### src/afs_pkg.sv
`timescale 1ns / 1ps
// Package for the animation frame sequencer: sizes, constants and the command codes.
// Has no dependencies; the sequencer and its checker use it by scoped names.
package afs_pkg;

	// Frame table size and default display time
	localparam int MAX_FRAMES       = 64;
	localparam int SLOT_W           = 6;
	localparam int FRAME_W          = 7;
	localparam int MS_W             = 16;
	localparam int TIME_W           = 18;
	localparam int DEFAULT_FRAME_MS = 20;

	// Stream widths in bits
	localparam int IN_DATA_W  = 40;
	localparam int IN_USER_W  = 3;
	localparam int OUT_DATA_W = 16;

	// Command codes carried on the input tuser
	typedef enum logic [2:0] {
		CMD_TICK    = 3'd0,
		CMD_PLAY    = 3'd1,
		CMD_PAUSE   = 3'd2,
		CMD_RESTART = 3'd3,
		CMD_WRITE   = 3'd4
	} cmd_t;

endpackage

### src/animation_frame_sequencer.sv
`timescale 1ns / 1ps
// Animation frame sequencer: steps a sprite animation through a table of frame times.
// Depends on afs_pkg. Holds the frame duration table as an internal memory.
//
//  channel   | direction | per transfer
//  ----------+-----------+------------------------------------------------------
//  s_axis    | in        | one command: tick, play, pause, restart, write duration
//  m_axis    | out       | one status result for every command taken
//  cfg       | in        | frame count write, no handshake
//
// One command per cycle while m_axis takes its results. A command is held in an input
// register and, once the result slot is free, worked into the result register.
// The duration of the next frame is fetched ahead from the table's registered read port,
// so every command can follow the previous one directly.
// Reset clears play state, frame number, time left and both valid flags; the
// table is not cleared. A stalled m_axis holds its result and stops the input.
module animation_frame_sequencer (
	input  logic                            clk,
	input  logic                            arst_n,
	// configuration
	input  logic                            cfg_wr_en,
	input  logic [afs_pkg::FRAME_W-1:0]     cfg_wr_data,   // frame_count
	// input stream
	input  logic                            s_axis_tvalid,
	output logic                            s_axis_tready,
	input  logic [afs_pkg::IN_DATA_W-1:0]   s_axis_tdata,  // elapsed_ms[15:0], frame_slot[21:16],
	                                                       // duration_ms[37:22], zeros
	input  logic [afs_pkg::IN_USER_W-1:0]   s_axis_tuser,  // command[2:0]
	// result stream
	output logic                            m_axis_tvalid,
	input  logic                            m_axis_tready,
	output logic [afs_pkg::OUT_DATA_W-1:0]  m_axis_tdata,  // frame_number[6:0], frame_advanced[7],
	                                                       // is_playing[8], zeros
	output logic                            m_axis_tlast   // action_done
);

	localparam logic signed [afs_pkg::TIME_W-1:0] TL_MIN =
		{1'b1, {(afs_pkg::TIME_W-1){1'b0}}};
	localparam logic [afs_pkg::MS_W-1:0] DEF_MS = afs_pkg::MS_W'(afs_pkg::DEFAULT_FRAME_MS);

	// Configuration register
	logic [afs_pkg::FRAME_W-1:0] frame_count_q;

	// Input register
	logic                        valid_s1;
	afs_pkg::cmd_t               cmd_s1;
	logic [afs_pkg::MS_W-1:0]    elapsed_s1;
	logic [afs_pkg::SLOT_W-1:0]  slot_s1;
	logic [afs_pkg::MS_W-1:0]    dur_s1;

	// Sequencer state
	logic                               playing_q;
	logic [afs_pkg::FRAME_W-1:0]        pos_q;
	logic signed [afs_pkg::TIME_W-1:0]  tl_q;

	// Duration table, first-entry copy and look-ahead read
	logic [afs_pkg::MS_W-1:0]    dur_mem [afs_pkg::MAX_FRAMES];
	logic [afs_pkg::MS_W-1:0]    dur0_q;
	logic [afs_pkg::MS_W-1:0]    next_dur_q;
	logic [afs_pkg::SLOT_W-1:0]  rd_addr;

	// Result register
	logic                        out_valid_q;
	logic [afs_pkg::FRAME_W-1:0] out_pos_q;
	logic                        out_adv_q;
	logic                        out_done_q;
	logic                        out_play_q;

	// Combinational work
	logic                               work;
	logic                               wr_en;
	logic                               playing_d;
	logic [afs_pkg::FRAME_W-1:0]        pos_d;
	logic signed [afs_pkg::TIME_W-1:0]  tl_d;
	logic                               adv_d;
	logic                               done_d;
	logic signed [afs_pkg::TIME_W:0]    diff;
	logic signed [afs_pkg::TIME_W-1:0]  tl_sub;
	logic [afs_pkg::FRAME_W-1:0]        pos_inc;
	logic [afs_pkg::FRAME_W-1:0]        pos_tick;
	logic [afs_pkg::MS_W-1:0]           first_ms;
	logic [afs_pkg::MS_W-1:0]           inc_ms;

	// Handshake: work when an item waits and the result slot is free or leaving
	assign work          = valid_s1 && (!out_valid_q || m_axis_tready);
	assign s_axis_tready = !valid_s1 || work;
	assign wr_en         = work && (cmd_s1 == afs_pkg::CMD_WRITE);

	// Duration of frame 0 and of the frame after the current one
	assign pos_inc  = pos_q + 1'b1;
	assign first_ms = (frame_count_q != '0) ? dur0_q : DEF_MS;
	assign inc_ms   = ((pos_inc < frame_count_q) && (32'(pos_inc) < afs_pkg::MAX_FRAMES))
		? next_dur_q : DEF_MS;

	// Time left after the tick, held at the bottom of its range
	assign diff   = {tl_q[afs_pkg::TIME_W-1], tl_q} - $signed({3'b000, elapsed_s1});
	assign tl_sub = (diff[afs_pkg::TIME_W] != diff[afs_pkg::TIME_W-1])
		? TL_MIN : diff[afs_pkg::TIME_W-1:0];

	// Next state and result flags
	always_comb begin
		playing_d = playing_q;
		pos_d     = pos_q;
		tl_d      = tl_q;
		adv_d     = 1'b0;
		done_d    = 1'b0;
		pos_tick  = pos_q;
		case (cmd_s1)
			afs_pkg::CMD_TICK: begin
				if (playing_q) begin
					tl_d = tl_sub;
					if (tl_sub[afs_pkg::TIME_W-1] || (tl_sub == '0)) begin
						pos_tick = pos_inc;
						tl_d     = $signed({2'b00, inc_ms});
						adv_d    = 1'b1;
					end
					pos_d = pos_tick;
					if (pos_tick >= frame_count_q) begin
						pos_d  = '0;
						tl_d   = $signed({2'b00, first_ms});
						done_d = 1'b1;
					end
				end
			end
			afs_pkg::CMD_PLAY: begin
				playing_d = 1'b1;
				pos_d     = '0;
				tl_d      = $signed({2'b00, first_ms});
			end
			afs_pkg::CMD_PAUSE: begin
				playing_d = 1'b0;
			end
			afs_pkg::CMD_RESTART: begin
				pos_d = '0;
				tl_d  = $signed({2'b00, first_ms});
			end
			default: begin
			end
		endcase
	end

	// Look-ahead address: the frame after the one that holds from the next cycle on
	always_comb begin
		logic [afs_pkg::FRAME_W-1:0] pos_next;
		logic [afs_pkg::FRAME_W-1:0] pos_next_inc;
		pos_next     = work ? pos_d : pos_q;
		pos_next_inc = pos_next + 1'b1;
		rd_addr      = pos_next_inc[afs_pkg::SLOT_W-1:0];
	end

	// Configuration register
	always_ff @(posedge clk or negedge arst_n) begin
		if (!arst_n) begin
			frame_count_q <= '0;
		end else if (cfg_wr_en) begin
			frame_count_q <= cfg_wr_data;
		end
	end

	// Input register: valid flag
	always_ff @(posedge clk or negedge arst_n) begin
		if (!arst_n) begin
			valid_s1 <= 1'b0;
		end else if (s_axis_tready) begin
			valid_s1 <= s_axis_tvalid;
		end
	end

	// Input register: payload
	always_ff @(posedge clk) begin
		if (s_axis_tready && s_axis_tvalid) begin
			cmd_s1     <= afs_pkg::cmd_t'(s_axis_tuser);
			elapsed_s1 <= s_axis_tdata[15:0];
			slot_s1    <= s_axis_tdata[21:16];
			dur_s1     <= s_axis_tdata[37:22];
		end
	end

	// Sequencer state
	always_ff @(posedge clk or negedge arst_n) begin
		if (!arst_n) begin
			playing_q <= 1'b0;
			pos_q     <= '0;
			tl_q      <= '0;
		end else if (work) begin
			playing_q <= playing_d;
			pos_q     <= pos_d;
			tl_q      <= tl_d;
		end
	end

	// Duration table write, first-entry copy
	always_ff @(posedge clk) begin
		if (wr_en) begin
			dur_mem[slot_s1] <= dur_s1;
			if (slot_s1 == '0) begin
				dur0_q <= dur_s1;
			end
		end
	end

	// Registered table read, with the write of the same edge passed through
	always_ff @(posedge clk) begin
		if (wr_en && (slot_s1 == rd_addr)) begin
			next_dur_q <= dur_s1;
		end else begin
			next_dur_q <= dur_mem[rd_addr];
		end
	end

	// Result register: valid flag
	always_ff @(posedge clk or negedge arst_n) begin
		if (!arst_n) begin
			out_valid_q <= 1'b0;
		end else if (work) begin
			out_valid_q <= 1'b1;
		end else if (m_axis_tready) begin
			out_valid_q <= 1'b0;
		end
	end

	// Result register: payload
	always_ff @(posedge clk) begin
		if (work) begin
			out_pos_q  <= pos_d;
			out_adv_q  <= adv_d;
			out_done_q <= done_d;
			out_play_q <= playing_d;
		end
	end

	assign m_axis_tvalid = out_valid_q;
	assign m_axis_tdata  = {7'b0000000, out_play_q, out_adv_q, out_pos_q};
	assign m_axis_tlast  = out_done_q;

endmodule

### config.mk
export PLATFORM = sky130hd
export DESIGN_NAME = animation_frame_sequencer
export DESIGN_NICKNAME = d
export VERILOG_FILES = /design/src/afs_pkg.sv /design/src/animation_frame_sequencer.sv
export SDC_FILE = /design/constraint.sdc
export NUM_CORES = 1
export LEC_CHECK = 0
export ABC_AREA = 1
export BUFFER_PORTS_ARGS = -buffer_cell sky130_fd_sc_hd__buf_4
export CAP_MARGIN = 10
export CORE_ASPECT_RATIO = 0.7
export CORE_UTILIZATION = 31
export CTS_CLUSTER_DIAMETER = 60
export CTS_CLUSTER_SIZE = 24
export DETAILED_ROUTE_END_ITERATION = 10
export PLACE_DENSITY = 0.45
export SYNTH_ARGS = -nofsm -noshare
export SYNTH_HDL_FRONTEND = slang
export SYNTH_SLANG_ARGS = --single-unit
### constraint.sdc
create_clock -name clk -period 11 [get_ports clk]
set_input_delay 1.1 -clock clk [delete_from_list [all_inputs] [get_ports clk]]
set_output_delay 1.1 -clock clk [all_outputs]
set_load 0.05 [all_outputs]
==> impl_metrics.tcl <==
set metrics [dict create \
    grt_max_degree 156 \
    die_x_um 463 \
    die_y_um 325 \
    number_of_cells_produced_by_synthesis 3573 \
    hold_path.class "input port to asynchronous set/reset pin" \
    total_power_w 0.0107 \
    postCtsSetupBuffers 0 \
    synth_async_sr_flop_share 0.0309 \
    multi_input_area_sq_mm 0.0110 \
    total_of_flip_flops_plus_latches_after_synthesis 1132 \
    drt_iter0_markers 3388 \
    pwr-share-clk 0.243 \
    dpl_cell_area_sq_mm 0.0490 \
    portBuffers 64 \
    internal-power_w 0.00686 \
    die_footprint_sq_mm 0.150 \
    setup_total_negative_slack_ns 0 \
    count_of_flip_flops_with_a_built_in_enable_after_synthesis 1091 \
    leading_cell_type_in_the_layout_fill_and_taps_excluded "edfxtp_1" \
    drt-pass1-iter-count 5 \
    final_util 0.347 \
    gr-total-overflow 0 \
    worstSetupPathType "flip-flop to flip-flop" \
    switching_power_w 0.00382 \
    grt_setup_unrepaired "no" \
    run_status "finished, final reports clean" \
    final_cell_mix "1,091 x edfxtp_1, 671 x nand2_1, 323 x a21oi_1, 260 x o21ai_0, 245 x nor2_1" \
    final_cell_count_no_fill 5579 \
    layout-area-overhead-vs-synth_pct 10.5 \
    ports_placed_on_the_boundary 74 \
    avgRoutedWirePerCell_um 23.8 \
    cp-end-kind "flip-flop" \
    cts-htree-levels 2 \
    fmaxAchievable_mhz 150 \
    grt_first_pass_wirelength_um 194000 \
    grt_use_total 0.172 \
    netSwitchingFraction 0.358 \
    reg2reg_start "tl_q[0]$_DFFE_PN0P_" \
    synth_top_flop_cell "edfxtp_1" \
    ant_nets 0 \
    total_leakage_power_nw 16.4 \
    max_slew_margin 0.226 \
    place.detailed.instances 5472 \
    worst_r2r_path_depth 38 \
    tritoncts.num_buffers 59 \
    postCtsHoldBufs 0 \
    critical_path_arrival_ns 7.23 \
    r2r_slack_ns 4.34 \
    final_critical_path_required_period_ns 6.66 \
    ff_latch_area_sq_mm 0.0338 \
    setup-violations-final 0 \
    clk_root_buffer_cell "clkbuf_16" \
    drive_above_1_share 0.0892 \
    critical_path.startpoint_type "flip-flop" \
    placement_rows 117 \
    timing.critical_path.slowest_stage_cell "nor2_1" \
    post_synth_num_cell_types 54 \
    cts_tree "built" \
    summed_instance_area_of_the_synthesized_netlist_sq_mm 0.0461 \
    finalClockSkew_ns 0.0308 \
    first_global_vias 26900 \
    routed_wl_um 133000 \
    final_max_slew_viol_count 0 \
    worst_vdd_rail_ir_drop_uv 160 \
    place_congestion 0.821 \
    remaining_drc_errors 0 \
    final_hold_viol_count 0 \
    fin_crit_sh 0.605 \
    comb_power_share 0.297 \
    critical-path-top-cell-by-count "nand2_1" \
    cp_data_required_time_ns 11.57 \
    finalNetCount 3659 \
    fillers 14300 \
    cts_buffer_depth 3 \
    synth-seq-area-share 0.732 \
    initial_core_util 0.315 \
    final_design_area_no_fill_sq_mm 0.0509 \
    worst_setup_hold_path_clk_slew_ns 0.10 \
    insertion_delay_ns 0.70 \
    worstPathMaxFanout 30 \
    core-area_sq_mm 0.147 \
    syn_area_cell_sq_um 12.9 \
    worst_path_largest_cell_delay_ns 0.69 \
    cts_resized 0 \
    dp_hpwl_um 76800 \
    pwr_dens_mw_per_mm2 210 \
    antenna_found_initial 8 \
    cts_sinks 1132 \
    seqPwrFrac 0.460 \
    yosys_warnings 0 \
    drv.max_cap_violation_count 0 \
    detailroute.via_count 28900 \
    route.detailed.vias_per_inst 5.18 \
    tightest_slew_ns 1.16 \
]
[worst max-delay path: cells and delay by family, from the launching register on]
family | cells | cell delay (ns)
XOR/XNOR | 1 | 0.13
AND/OR/NAND/NOR | 20 | 3.10
flip-flops | 1 | 0.36
adder cells (fa/ha/maj) | 5 | 1.47
AO/OA/AOI/OAI | 6 | 0.86
buffers and inverters | 6 | 0.59
[stage by stage]
stage | setup slack, ns | hold slack, ns
6_report | 4.34 | 0.373
4_1_cts | 4.30 | 0.344
5_1_grt | 3.65 | 0.386
2_1_floorplan | 5.99 | 0.453
3_5_place_dp | 4.34 | 0.492
3_3_place_gp | 4.22 | 0.499
[registers in the layout, indices dropped and copies added (netlist names), named ones only]
register       flops
frame_count_q      7
dur_mem         1024
cmd_s1             3
dur_s1            16
playing_q          1
m_axis_tlast       1
out_adv_q          1
m_axis_tvalid      1
pos_q              7
valid_s1           1
slot_s1            6
out_pos_q          7
elapsed_s1        16
out_play_q         1
tl_q              18
dur0_q            16
[logic make-up after synthesis]
kind of cell    Yosys count  share of synthesized area
flops                  1132                      0.732
fa+ha+maj                33                    0.00912
xor+xnor                  9                    0.00212
simple gates           1121                     0.0990
other cells               1                  0.0000814
compound gates          926                      0.127
buf+inv                 351                     0.0304
[power groups by stage]
stage / clock network [W] / registers [W] / logic (W)
2_1_floorplan: 0 / 0.00500 / 0.00211
3_3_place_gp: 0 / 0.00501 / 0.00319
3_5_place_dp: 0 / 0.00501 / 0.00317
4_1_cts: 0.00266 / 0.00491 / 0.00318
5_1_grt: 0.00280 / 0.00492 / 0.00350
6_report: 0.00260 / 0.00491 / 0.00317
[how the worst max path moves through the flow]
| stage | start | end | slack (ns) |
|---|---|---|---|
| final | tl_q[0]$_DFFE_PN0P_ | flip-flop | 4.34 |
| after global routing | tl_q[0]$_DFFE_PN0P_ | flip-flop | 3.65 |
| after CTS | tl_q[0]$_DFFE_PN0P_ | flip-flop | 4.30 |
| after detailed placement | tl_q[0]$_DFFE_PN0P_ | flip-flop | 4.34 |
| after global placement | tl_q[0]$_DFFE_PN0P_ | flip-flop | 4.22 |
| after floorplan | tl_q[0]$_DFFE_PN0P_ | tl_q[4]$_DFFE_PN0P_ | 5.99 |
[synth_stat cells, types with 14 or more instances]
cell,n,area [sq um]
edfxtp_1,1091,32800
dfrtp_1,35,876
a32o_1,87,871
buf_2,23,115
nand3_1,139,696
nand2_1,671,2520
inv_1,97,364
a31oi_1,14,87.6
o221ai_1,47,412
o211ai_1,23,173
a21oi_1,323,1620
o22ai_1,55,344
a221oi_1,78,683
o21ai_0,260,1300
a221o_1,21,210
buf_1,34,128
ha_1,32,400
clkbuf_1,174,653
nor2_1,259,972
[cell type report]
| class | instances | area share |
|---|---|---|
| antenna | 8 | 0.000393 |
| sequential | 1132 | 0.663 |
| clock buffer | 68 | 0.0307 |
| tap | 1963 | 0.0482 |
| inverter | 109 | 0.00838 |
| timing repair buffer | 173 | 0.0264 |
| multi-input combinational | 2096 | 0.216 |
| clock inverter | 30 | 0.00666 |
[metal layers]
layer | wire [um] | GRT usage | vias to the layer above
met5 | 0 | 0 | -
met4 | 1990 | 0.0289 | 0
met3 | 8000 | 0.0234 | 112
met2 | 55200 | 0.239 | 777
met1 | 67500 | 0.281 | 14700
li1 | - | - | 13300
(Power assumes the default switching activity.)
